==> config.mk <==
export PLATFORM = sky130hd
export DESIGN_NAME = yay0_queue
export DESIGN_NICKNAME = d
export VERILOG_FILES = /design/src/hdl/yay0_lz_decompressor_defines.svh /design/src/hdl/yay0_pkg.sv /design/src/hdl/yay0_queue.sv
export SDC_FILE = /design/constraint.sdc
export NUM_CORES = 1
export LEC_CHECK = 0
export BUFFER_PORTS_ARGS = -buffer_cell sky130_fd_sc_hd__buf_2
export CAP_MARGIN = 10
export CORE_MARGIN = 3
export CORE_UTILIZATION = 47
export CTS_CLUSTER_DIAMETER = 30
export DETAILED_ROUTE_END_ITERATION = 6
export HOLD_SLACK_MARGIN = 0.06
export PLACE_DENSITY = 0.75
export SLEW_MARGIN = 20
export SYNTH_ARGS = -nofsm -noshare
export SYNTH_HDL_FRONTEND = slang
export SYNTH_SLANG_ARGS = --single-unit
==> constraint.sdc <==
create_clock -name clk_i -period 2.41 [get_ports clk_i]
set_input_delay 0.482 -clock clk_i [delete_from_list [all_inputs] [get_ports clk_i]]
set_output_delay 0.482 -clock clk_i [all_outputs]
set_load 0.03 [all_outputs]
==> src/hdl/yay0_lz_decompressor_defines.svh <==
// ----------------------------------------------------------------------------
// yay0_lz_decompressor_defines.svh
// Assertion macros shared by the decompressor RTL. They sample on clk_i and
// are disabled while rst_ni is low.
// ----------------------------------------------------------------------------
`ifndef YAY0_LZ_DECOMPRESSOR_DEFINES_SVH
`define YAY0_LZ_DECOMPRESSOR_DEFINES_SVH

// Same-cycle implication: cons must hold whenever ante holds.
`define YAY0_ASSERT_IMP(lbl, ante, cons, msg) \
  lbl: assert property (@(posedge clk_i) disable iff (!rst_ni) (ante) |-> (cons)) \
    else $error(msg);

// Next-cycle implication: cons must hold in the cycle after ante.
`define YAY0_ASSERT_NXT(lbl, ante, cons, msg) \
  lbl: assert property (@(posedge clk_i) disable iff (!rst_ni) (ante) |=> (cons)) \
    else $error(msg);

`endif

==> src/hdl/yay0_pkg.sv <==
// ----------------------------------------------------------------------------
// yay0_pkg
// Types and constants of the Yay0 LZ token decompressor.
// ----------------------------------------------------------------------------
package yay0_pkg;

  localparam int unsigned WINDOW_SIZE = 4096;
  localparam int unsigned POS_W       = 12;
  localparam int unsigned DIST_W      = 13;   // distance 1..4096
  localparam int unsigned LEN_W       = 9;    // run length 1..273
  localparam int unsigned CNT_W       = 24;
  localparam logic [CNT_W-1:0] CNT_MAX = 24'hffffff;
  localparam int unsigned SHORT_BIAS  = 2;
  localparam int unsigned LONG_BIAS   = 18;
  localparam int unsigned QDEPTH      = 2;
  localparam int unsigned QPTR_W      = 1;

  // Raw token as it arrives on the input channel.
  typedef struct packed {
    logic        is_literal;
    logic [7:0]  literal_byte;
    logic [15:0] link_word;
    logic [7:0]  count_extra;
  } tok_in_t;

  // Classified token held in the queue.
  typedef struct packed {
    logic              is_literal;
    logic [7:0]        literal_byte;
    logic [DIST_W-1:0] distance;
    logic [LEN_W-1:0]  len;
  } tok_t;

  // One output group.
  typedef struct packed {
    logic [7:0] out_byte0;
    logic [7:0] out_byte1;
    logic [7:0] out_byte2;
    logic [7:0] out_byte3;
    logic [7:0] out_byte4;
    logic [7:0] out_byte5;
    logic [7:0] out_byte6;
    logic [7:0] out_byte7;
    logic [3:0] byte_count;
    logic       last_of_run;
    logic       stream_done;
    logic       bad_reference;
  } grp_t;

  typedef struct packed {
    logic [CNT_W-1:0] decoded_size;
  } cfg_t;

endpackage

==> src/hdl/yay0_queue.sv <==
// ----------------------------------------------------------------------------
// yay0_queue
// Short register FIFO of classified tokens between intake and copy engine.
// ----------------------------------------------------------------------------
module yay0_queue import yay0_pkg::*; (
  input  logic clk_i,
  input  logic rst_ni,
  input  logic push_valid_i,
  input  tok_t push_data_i,
  output logic push_ready_o,
  output logic pop_valid_o,
  output tok_t pop_data_o,
  input  logic pop_ready_i
);

  tok_t              entry_q [QDEPTH];
  logic [QPTR_W-1:0] wr_ptr_q, wr_ptr_d;
  logic [QPTR_W-1:0] rd_ptr_q, rd_ptr_d;
  logic [QPTR_W:0]   count_q, count_d;
  logic              push, pop;

  always_comb begin
    push_ready_o = (count_q != (QPTR_W + 1)'(QDEPTH));
    pop_valid_o  = (count_q != '0);
    pop_data_o   = entry_q[rd_ptr_q];
    push         = push_valid_i && push_ready_o;
    pop          = pop_valid_o && pop_ready_i;
    wr_ptr_d     = push ? wr_ptr_q + 1'b1 : wr_ptr_q;
    rd_ptr_d     = pop ? rd_ptr_q + 1'b1 : rd_ptr_q;
    count_d      = count_q;
    if (push && !pop) begin
      count_d = count_q + 1'b1;
    end else if (pop && !push) begin
      count_d = count_q - 1'b1;
    end
  end

  always_ff @(posedge clk_i or negedge rst_ni) begin
    if (!rst_ni) begin
      wr_ptr_q <= '0;
      rd_ptr_q <= '0;
      count_q  <= '0;
    end else begin
      wr_ptr_q <= wr_ptr_d;
      rd_ptr_q <= rd_ptr_d;
      count_q  <= count_d;
    end
  end

  always_ff @(posedge clk_i) begin
    if (push) begin
      entry_q[wr_ptr_q] <= push_data_i;
    end
  end

endmodule

==> reports/metrics.cfg <==
[critical_path]
cp_cell_sequence=buf_12 -> mux2_4 -> buf_2
required_ns=1.93
worst_setup_path_start_kind=flop
cp_max_fo=20
critPathSlowestCell=dfrtp_2
crit_family=flip-flops
critical_path_buf_inv_count=2
critPathCaptureType=output pin
worstPathArrival_ns=1.68
critPathKind=reg -> out
r2r_cells=4
cp.depth=3
cpPeakStageDelay_ns=0.62

[clock_tree]
ctsResizeCount=0
ctsHtreeMaxLevel=3
clockBufferDepth=2
postCtsHoldBufs=1
post_cts_buffers=0
cts_inserted_buffers=9
clock_latency_ns=0.32
cts_tree=built
clock-sinks=66
clockRootBuffer=clkbuf_8
clkSlewWorstSetupHoldPaths_ns=0.07

[placement]
post-dp-hpwl_microns=3058
gp_congestion=0.6485
place_inst=252
io_buffer_count=67

[sta]
timing.fmax_ghz=0.4635
slew_violations=0
setup_tns_ns=0
fin_crit_sh=0.8952
max_slew_margin=0.7134
hold_viol_final=0
setup_viol=0
finalCriticalPeriod_ns=2.157
fin_worst_skew_ns=0.007822
rsz0062_at_grt=no
worstMarginPinSlew_ns=0.4289

[die]
die_w_microns=80.20
io_pins=68
dieArea_sq_um=6431
die_h_microns=80.20
row_count=26
core_area_sq_um=5205
start_util=0.4971

[global_route]
antenna_found_initial=0
grt_pass1_vias=1355
grt_util_all_layers=0.1404
grt_max_degree=21
grt_pass1_wl_microns=6596
globalRoute.totalOverflow=0

[finish]
diodes=0
finalNetCount=230
multi_input_area_sq_um=558.0
final_util=0.6123
seqCellArea_sq_um=1963
final_cell_mix=buf_2 (67), edfxtp_1 (62), mux2_4 (29), clkbuf_8 (9)
final_common_cell=buf_2
fin_cells=268
drive_gt1_frac=0.5859
area_growth_pct=23.16
fill_cells=401

[yosys]
avgSynthCellArea_sq_um=22.50
synth_fp_nets=151
synth.area.top_cells=edfxtp_1 (72%), mux2_4 (17%), dfrtp_1 (3.9%)
seq_area_frac_synth=0.7582
yosysTopAreaCell=edfxtp_1
syn_area_sq_um=2587
synth.distinct_cells=16
ys_warn_count=0
postSynthCellCount=115
yosysTopAreaCellShare=0.7195
ys_seq_elements=66

[pwr]
leakagePower_uw=0.001302
switching_share=0.3493
p_comb_frac=0.395
vdd_drop_max_v=0.001028
power_uw=4200
p_switching_uw=1467
pwr-share-clk=0.195
p_int_uw=2733
p_per_area_nw_per_um2=1318
p_seq_frac=0.410

[route]
ant_nets=0
drc=0
vias_per_cell=4.754
dr.pass1.iters=4
wirelength_microns=4195
vias=1274
initialDrtViolationCount=48
wl_per_cell_microns=15.65

[flow_run]
cap_violations=0

[hold_path]
min_path_cells=1
min_path_type=in -> reg

[run_status]
status=complete, no violations

## worst reg2reg max path, delay by kind of cell, from the launching register on
kind          cells  cell delay [ns]
flops             1             0.41
buf+inv           1             0.23
simple gates      3             0.71
## registers in the layout (all words and copies together), names as in the netlist
name	flops
count_q	2
rd_ptr_q	1
wr_ptr_q	1
entry_q	62
## power groups by stage
| stage | logic, uW | registers, uW | clock network (uW) |
|---|---|---|---|
| floorplan | 1420 | 1660 | 0 |
| global placement | 1650 | 1720 | 0 |
| detailed placement | 1690 | 1750 | 0 |
| CTS | 1690 | 1730 | 845 |
| global route | 1760 | 1750 | 905 |
| finish | 1660 | 1720 | 818 |
## final cells by class
cell class	instances	area share
sequential	66	0.6160
multi-input combinational	44	0.1751
inverter	1	0.001178
clock buffer	10	0.04005
tap	70	0.02748
timing repair buffer	72	0.1256
clock inverter	5	0.01453
## path summary, 6_finish.rpt
path / start / endpoint / slack, ns
min in group asynchronous: rst_ni / wr_ptr_q / 0.52
worst min-delay path: push_data_i[25] / entry_q[0][25] / 0.35
worst max register to register: count_q[0] / entry_q[0][26] / 0.77
max in group asynchronous: rst_ni / rd_ptr_q / 1.75
worst min register to register: count_q[1] / count_q[1] / 0.52
worst max-delay path: rd_ptr_q / pop_data_o[3] / 0.25
## through the flow
step           hold WS [ns]  setup WS (ns)  instance area [sq um]
2_1_floorplan        0.1864         0.2919                   2590
3_3_place_gp         0.2890         0.5994                   3003
3_5_place_dp         0.2959         0.5650                   3003
4_1_cts              0.3307         0.2212                   3187
5_1_grt              0.3320         0.1747                   3187
6_report             0.3502         0.2526                   3187
## synthesized netlist by cell type, drive strengths merged
library cell and n:
edfxtp 62, xor2 2, nor2 2, nand2 2
dfrtp 4, mux2 31, inv 1, and3 1
or2 1, buf 4, nand2b 1, xnor2 3
ha 1
## logic make-up (layout without fill, tap and decap cells)
| logic type | Yosys count | after routing | synth area share |
|---|---|---|---|
| DFF | 66 | 66 | 0.7582 |
| muxes | 31 | 31 | 0.1770 |
| and+or+nand+nor | 7 | 7 | 0.01403 |
| xor gates and xnor gates | 5 | 5 | 0.01693 |
| buffers and inverters | 5 | 88 | 0.02901 |
| adders and majority gates | 1 | 1 | 0.004835 |
## routing by layer
layer / GRT usage / wire (microns) / part of all wire
met1: 0.1688 / 1733 / 0.41
met2: 0.2276 / 2130 / 0.51
met3: 0.03924 / 253 / 0.060
met4: 0.07770 / 76 / 0.018
met5: 0 / 0 / 0
(Power assumes the default switching activity.)
