### config.mk
export PLATFORM = sky130hd
export DESIGN_NAME = yay0_front_flat
export DESIGN_NICKNAME = d
export VERILOG_FILES = /design/src/hdl/yay0_lz_decompressor_defines.svh /design/src/hdl/yay0_pkg.sv /design/src/hdl/yay0_ifs.sv /design/src/hdl/yay0_front.sv /design/src/flat_wrapper.sv
export SDC_FILE = /design/constraint.sdc
export NUM_CORES = 1
export LEC_CHECK = 0
export ABC_AREA = 1
export BUFFER_PORTS_ARGS = -buffer_cell sky130_fd_sc_hd__clkbuf_2
export CAP_MARGIN = 20
export CORE_MARGIN = 3
export CORE_UTILIZATION = 39
export DETAILED_ROUTE_END_ITERATION = 8
export PLACE_DENSITY = 0.9
export SLEW_MARGIN = 10
export SYNTH_ARGS = -nofsm -noshare
export SYNTH_HDL_FRONTEND = slang
export SYNTH_SLANG_ARGS = --single-unit
export TNS_END_PERCENT = 10
### constraint.sdc
create_clock -name vclk -period 2.2
set_input_delay 0.22 -clock vclk [all_inputs]
set_output_delay 0.22 -clock vclk [all_outputs]
set_load 0.05 [all_outputs]
### src/hdl/yay0_lz_decompressor_defines.svh
// ----------------------------------------------------------------------------
// yay0_lz_decompressor_defines.svh
// Assertion macros shared by the decompressor RTL. They sample on clk_i and
// are disabled while rst_ni is low.
// ----------------------------------------------------------------------------
`ifndef YAY0_LZ_DECOMPRESSOR_DEFINES_SVH
`define YAY0_LZ_DECOMPRESSOR_DEFINES_SVH

// Same-cycle implication: cons must hold whenever ante holds.
`define YAY0_ASSERT_IMP(lbl, ante, cons, msg) \
  lbl: assert property (@(posedge clk_i) disable iff (!rst_ni) (ante) |-> (cons)) \
    else $error(msg);

// Next-cycle implication: cons must hold in the cycle after ante.
`define YAY0_ASSERT_NXT(lbl, ante, cons, msg) \
  lbl: assert property (@(posedge clk_i) disable iff (!rst_ni) (ante) |=> (cons)) \
    else $error(msg);

`endif

### src/hdl/yay0_pkg.sv
// ----------------------------------------------------------------------------
// yay0_pkg
// Types and constants of the Yay0 LZ token decompressor.
// ----------------------------------------------------------------------------
package yay0_pkg;

  localparam int unsigned WINDOW_SIZE = 4096;
  localparam int unsigned POS_W       = 12;
  localparam int unsigned DIST_W      = 13;   // distance 1..4096
  localparam int unsigned LEN_W       = 9;    // run length 1..273
  localparam int unsigned CNT_W       = 24;
  localparam logic [CNT_W-1:0] CNT_MAX = 24'hffffff;
  localparam int unsigned SHORT_BIAS  = 2;
  localparam int unsigned LONG_BIAS   = 18;
  localparam int unsigned QDEPTH      = 2;
  localparam int unsigned QPTR_W      = 1;

  // Raw token as it arrives on the input channel.
  typedef struct packed {
    logic        is_literal;
    logic [7:0]  literal_byte;
    logic [15:0] link_word;
    logic [7:0]  count_extra;
  } tok_in_t;

  // Classified token held in the queue.
  typedef struct packed {
    logic              is_literal;
    logic [7:0]        literal_byte;
    logic [DIST_W-1:0] distance;
    logic [LEN_W-1:0]  len;
  } tok_t;

  // One output group.
  typedef struct packed {
    logic [7:0] out_byte0;
    logic [7:0] out_byte1;
    logic [7:0] out_byte2;
    logic [7:0] out_byte3;
    logic [7:0] out_byte4;
    logic [7:0] out_byte5;
    logic [7:0] out_byte6;
    logic [7:0] out_byte7;
    logic [3:0] byte_count;
    logic       last_of_run;
    logic       stream_done;
    logic       bad_reference;
  } grp_t;

  typedef struct packed {
    logic [CNT_W-1:0] decoded_size;
  } cfg_t;

endpackage

### src/hdl/yay0_ifs.sv
// ----------------------------------------------------------------------------
// yay0_ifs
// Valid/ready channel interfaces for tokens, output groups and configuration.
// ----------------------------------------------------------------------------
interface yay0_tok_if import yay0_pkg::*; ();
  logic    valid;
  logic    ready;
  tok_in_t data;
  modport source (output valid, output data, input ready);
  modport sink (input valid, input data, output ready);
endinterface


### src/hdl/yay0_front.sv
// ----------------------------------------------------------------------------
// yay0_front
// Token intake: decode a raw token into literal byte, distance and run length.
// ----------------------------------------------------------------------------
module yay0_front import yay0_pkg::*; (
  yay0_tok_if.sink tok_i,
  output logic     push_valid_o,
  output tok_t     push_data_o,
  input  logic     push_ready_i
);

  logic [3:0] code;

  always_comb begin
    code                     = tok_i.data.link_word[15:12];
    push_data_o.is_literal   = tok_i.data.is_literal;
    push_data_o.literal_byte = tok_i.data.literal_byte;
    push_data_o.distance     = DIST_W'(tok_i.data.link_word[POS_W-1:0]) + DIST_W'(1);
    if (tok_i.data.is_literal) begin
      push_data_o.len = LEN_W'(1);
    end else if (code != 4'd0) begin
      push_data_o.len = LEN_W'(code) + LEN_W'(SHORT_BIAS);
    end else begin
      // zero code: length comes from the extra count byte
      push_data_o.len = LEN_W'(tok_i.data.count_extra) + LEN_W'(LONG_BIAS);
    end
  end

  assign push_valid_o = tok_i.valid;
  assign tok_i.ready  = push_ready_i;

endmodule

### src/flat_wrapper.sv
// flat-port wrapper written by rule: the top's interface ports become plain ports
module yay0_front_flat import yay0_pkg::*;
  (push_valid_o, push_data_o, push_ready_i, tok_i_valid, tok_i_data, tok_i_ready);
  yay0_tok_if tok_i_i ();
  output logic push_valid_o;
  output tok_t push_data_o;
  input  logic push_ready_i;
  input wire logic [$bits(tok_i_i.valid)-1:0] tok_i_valid;
  input wire logic [$bits(tok_i_i.data)-1:0] tok_i_data;
  output wire logic [$bits(tok_i_i.ready)-1:0] tok_i_ready;
  assign tok_i_i.valid = tok_i_valid;
  assign tok_i_i.data = tok_i_data;
  assign tok_i_ready = tok_i_i.ready;
  yay0_front u_core (.tok_i(tok_i_i), .push_valid_o(push_valid_o), .push_data_o(push_data_o), .push_ready_i(push_ready_i));
endmodule
==> results by group <==
Global routing
  • GRT Total Usage: 14.9%
  • Largest net degree at the start of global routing: 6
  • Grt ovf: 0
  • Initial antenna violation count: 0
  • Vias in the first global route: 588
  • First-pass GRT wire length: roughly 2500 µm

Synthesis
  • Synthesized area: approximately 610 µm²
  • Cells after Synth: 114
  • Sequential share of the synthesized area: 0%
  • Syn. warnings: 0
  • Number of library cell types mapped by synthesis: 19
  • Syn_nets: between 150 and 200
  • Synth top area share: between 15 and 20%
  • Most area-consuming cells after synthesis: nand2_1, buf_4, inv_1
  • Mapped Avg Cell Area: between 5 and 6 µm²
  • Synth area leader: nand2_1

Floorplan
  • Die height: around 46 µm
  • Core footprint: 1380 µm²
  • Chip width: 45.7 µm
  • Number of cell rows: 13
  • DIE AREA: approximately 2100 µm²
  • IO Count: 68
  • Initial core utilization: 44.4%

Routing
  • Pre-antenna DRT Iters: 4
  • Post-Route WL: 1630 µm
  • Avg WL per Cell: 9.83 µm
  • Via count: 790
  • Detailed-route DRC error count: 0
  • DRT antenna net count: 0
  • Via density per instance: between 4 and 5
  • Iter 0 DRT Violations: 8

Pwr
  • Comb pwr share: 100.0%
  • Clock share of power: 0%
  • Power Internal: 0.0544 mW
  • P_leak: 0.519 nW
  • Switching share of power: just over 70%
  • Peak VDD IR: ~0.11 mV
  • NetSw: about 0.15 mW
  • Flop pwr share: 0%
  • Design Power: about 0.2 mW
  • PwrDens: 252 nW/µm²

Final layout
  • Sequential cells: 0
  • Antenna cells: 0
  • Register Area: 0 µm²
  • Area grow syn2layout: 28.7%
  • FILL cells: 132
  • Fin cells: 166
  • Clock buffers: 0
  • Share of layout cells above drive strength 1: 38.4%
  • Layout net count: 191

Worst setup path
  • CP peak stage delay: approximately 0.3 ns
  • Crit path buffers/inverters: 2
  • CP Max Fanout: 5
  • CP endpoint kind: output port
  • CP Launch Type: primary input
  • WP data arrival: about 1.3 ns
  • Slowest CP cell: clkbuf_2
  • Critical path type: in2out
  • Critical Path RT: 1.98 ns
  • Crit-path cells: clkbuf_2 > ha_1 > nand2_1 > nor2_4 > nand2_1 > nor3_2 > clkbuf_2
  • CP top delay family: simple AND/OR/NAND/NOR gates

Placed design
  • Global placement routability congestion: approximately 0.8
  • IO Port Bufs: 48
  • DP HPWL: 1530 µm
  • Placed Cells: 166

STA
  • Slew margin rel.: between 80% and 90%
  • Final number of hold-violating endpoints: 0
  • Final period util: 69.4%
  • Finish-stage setup viols: 0
  • Setup TNS: 0 ns
  • Hold_ws: 0.440 ns
  • Tmin final: ~1.5 ns
  • Max-slew violations: 0
  • RSZ-0062 raised after global routing: false
  • Max Clk Rate: 655 MHz
  • Slew at the pin closest to its max-slew limit: 0.283 ns

Hold path
  • Hold Crit Class: in2out

Run status
  • Status: completed

Clocking
  • Post-CTS Resized: 0
  • Post-cts hold buffer count: 0
  • # Post-CTS Setup Buffers: 0

Job
  • Maxcap violations: 0
metal layers:
metal	global-route usage, %	part of all wire [%]	vias up
met1	21.9	40	330
met5	0	0	-
li1	-	-	420
met4	0	0	0
met3	0.791	8.3	0
met2	25.1	52	40
final cells by class:
cell class	instances	area (µm²)	share of cell area [%]
multi-input combinational	83	457	57.8
timing repair buffer	48	240	30.4
inverter	20	75.1	9.49
tap	15	18.8	2.37
cell usage in the layout, fill, tap and decap left out:
cell type	instances
nor2_4	1
nor3_4	1
xor2_1	6
nor2_1	11
ha_1	3
nand3_2	1
nand4_1	2
xnor2_1	2
nand3_1	13
inv_2	1
inv_1	19
o21ai_0	3
nand3b_1	1
nor3_1	1
nor2_2	2
nor3_2	2
clkbuf_2	48
nand2_1	32
nand2_2	2
cells by family after synthesis:
logic type	after synthesis	synth area share (%)
XOR/XNOR	8	11.4
AO/OA/AOI/OAI	3	2.44
AND/OR/NAND/NOR	69	54.4
adder cells (fa/ha/maj)	3	6.11
buffers and inverters	31	25.7
cells in the mapped netlist:
cell type and count:
nand2_1 32, nor3_2 2, nand4_1 2, nor3_1 1
nand3b_1 1, nor3_4 1, inv_2 1, xnor2_1 2
nor2_4 1, inv_1 19, nand2_2 2, ha_1 3
buf_4 11, o21ai_0 3, nor2_1 11, nand3_1 13
xor2_1 6, nand3_2 1, nor2_2 2
through the flow:
stage	area, µm²	util (%)	worst slack [ns]
2_1_floorplan	614	-	0.575
3_3_place_gp	791	57.2	0.732
3_5_place_dp	791	57.2	0.655
4_1_cts	791	57.2	0.656
5_1_grt	791	57.2	0.562
6_report	791	57.2	0.674
worst paths after layout:
check     startpoint              end  slack [ns]  depth (start not counted)
max    tok_i_data[8]  push_data_o[21]        0.67                          7
min     push_ready_i      tok_i_ready        0.44                          0
power groups by stage:
stage               logic (mW)  registers, mW  clock network, mW
detailed placement       0.201              0                  0
CTS                      0.201              0                  0
global placement         0.197              0                  0
floorplan                0.188              0                  0
global route             0.216              0                  0
finish                   0.200              0                  0
No activity file was read; power rests on OpenSTA's default activity.
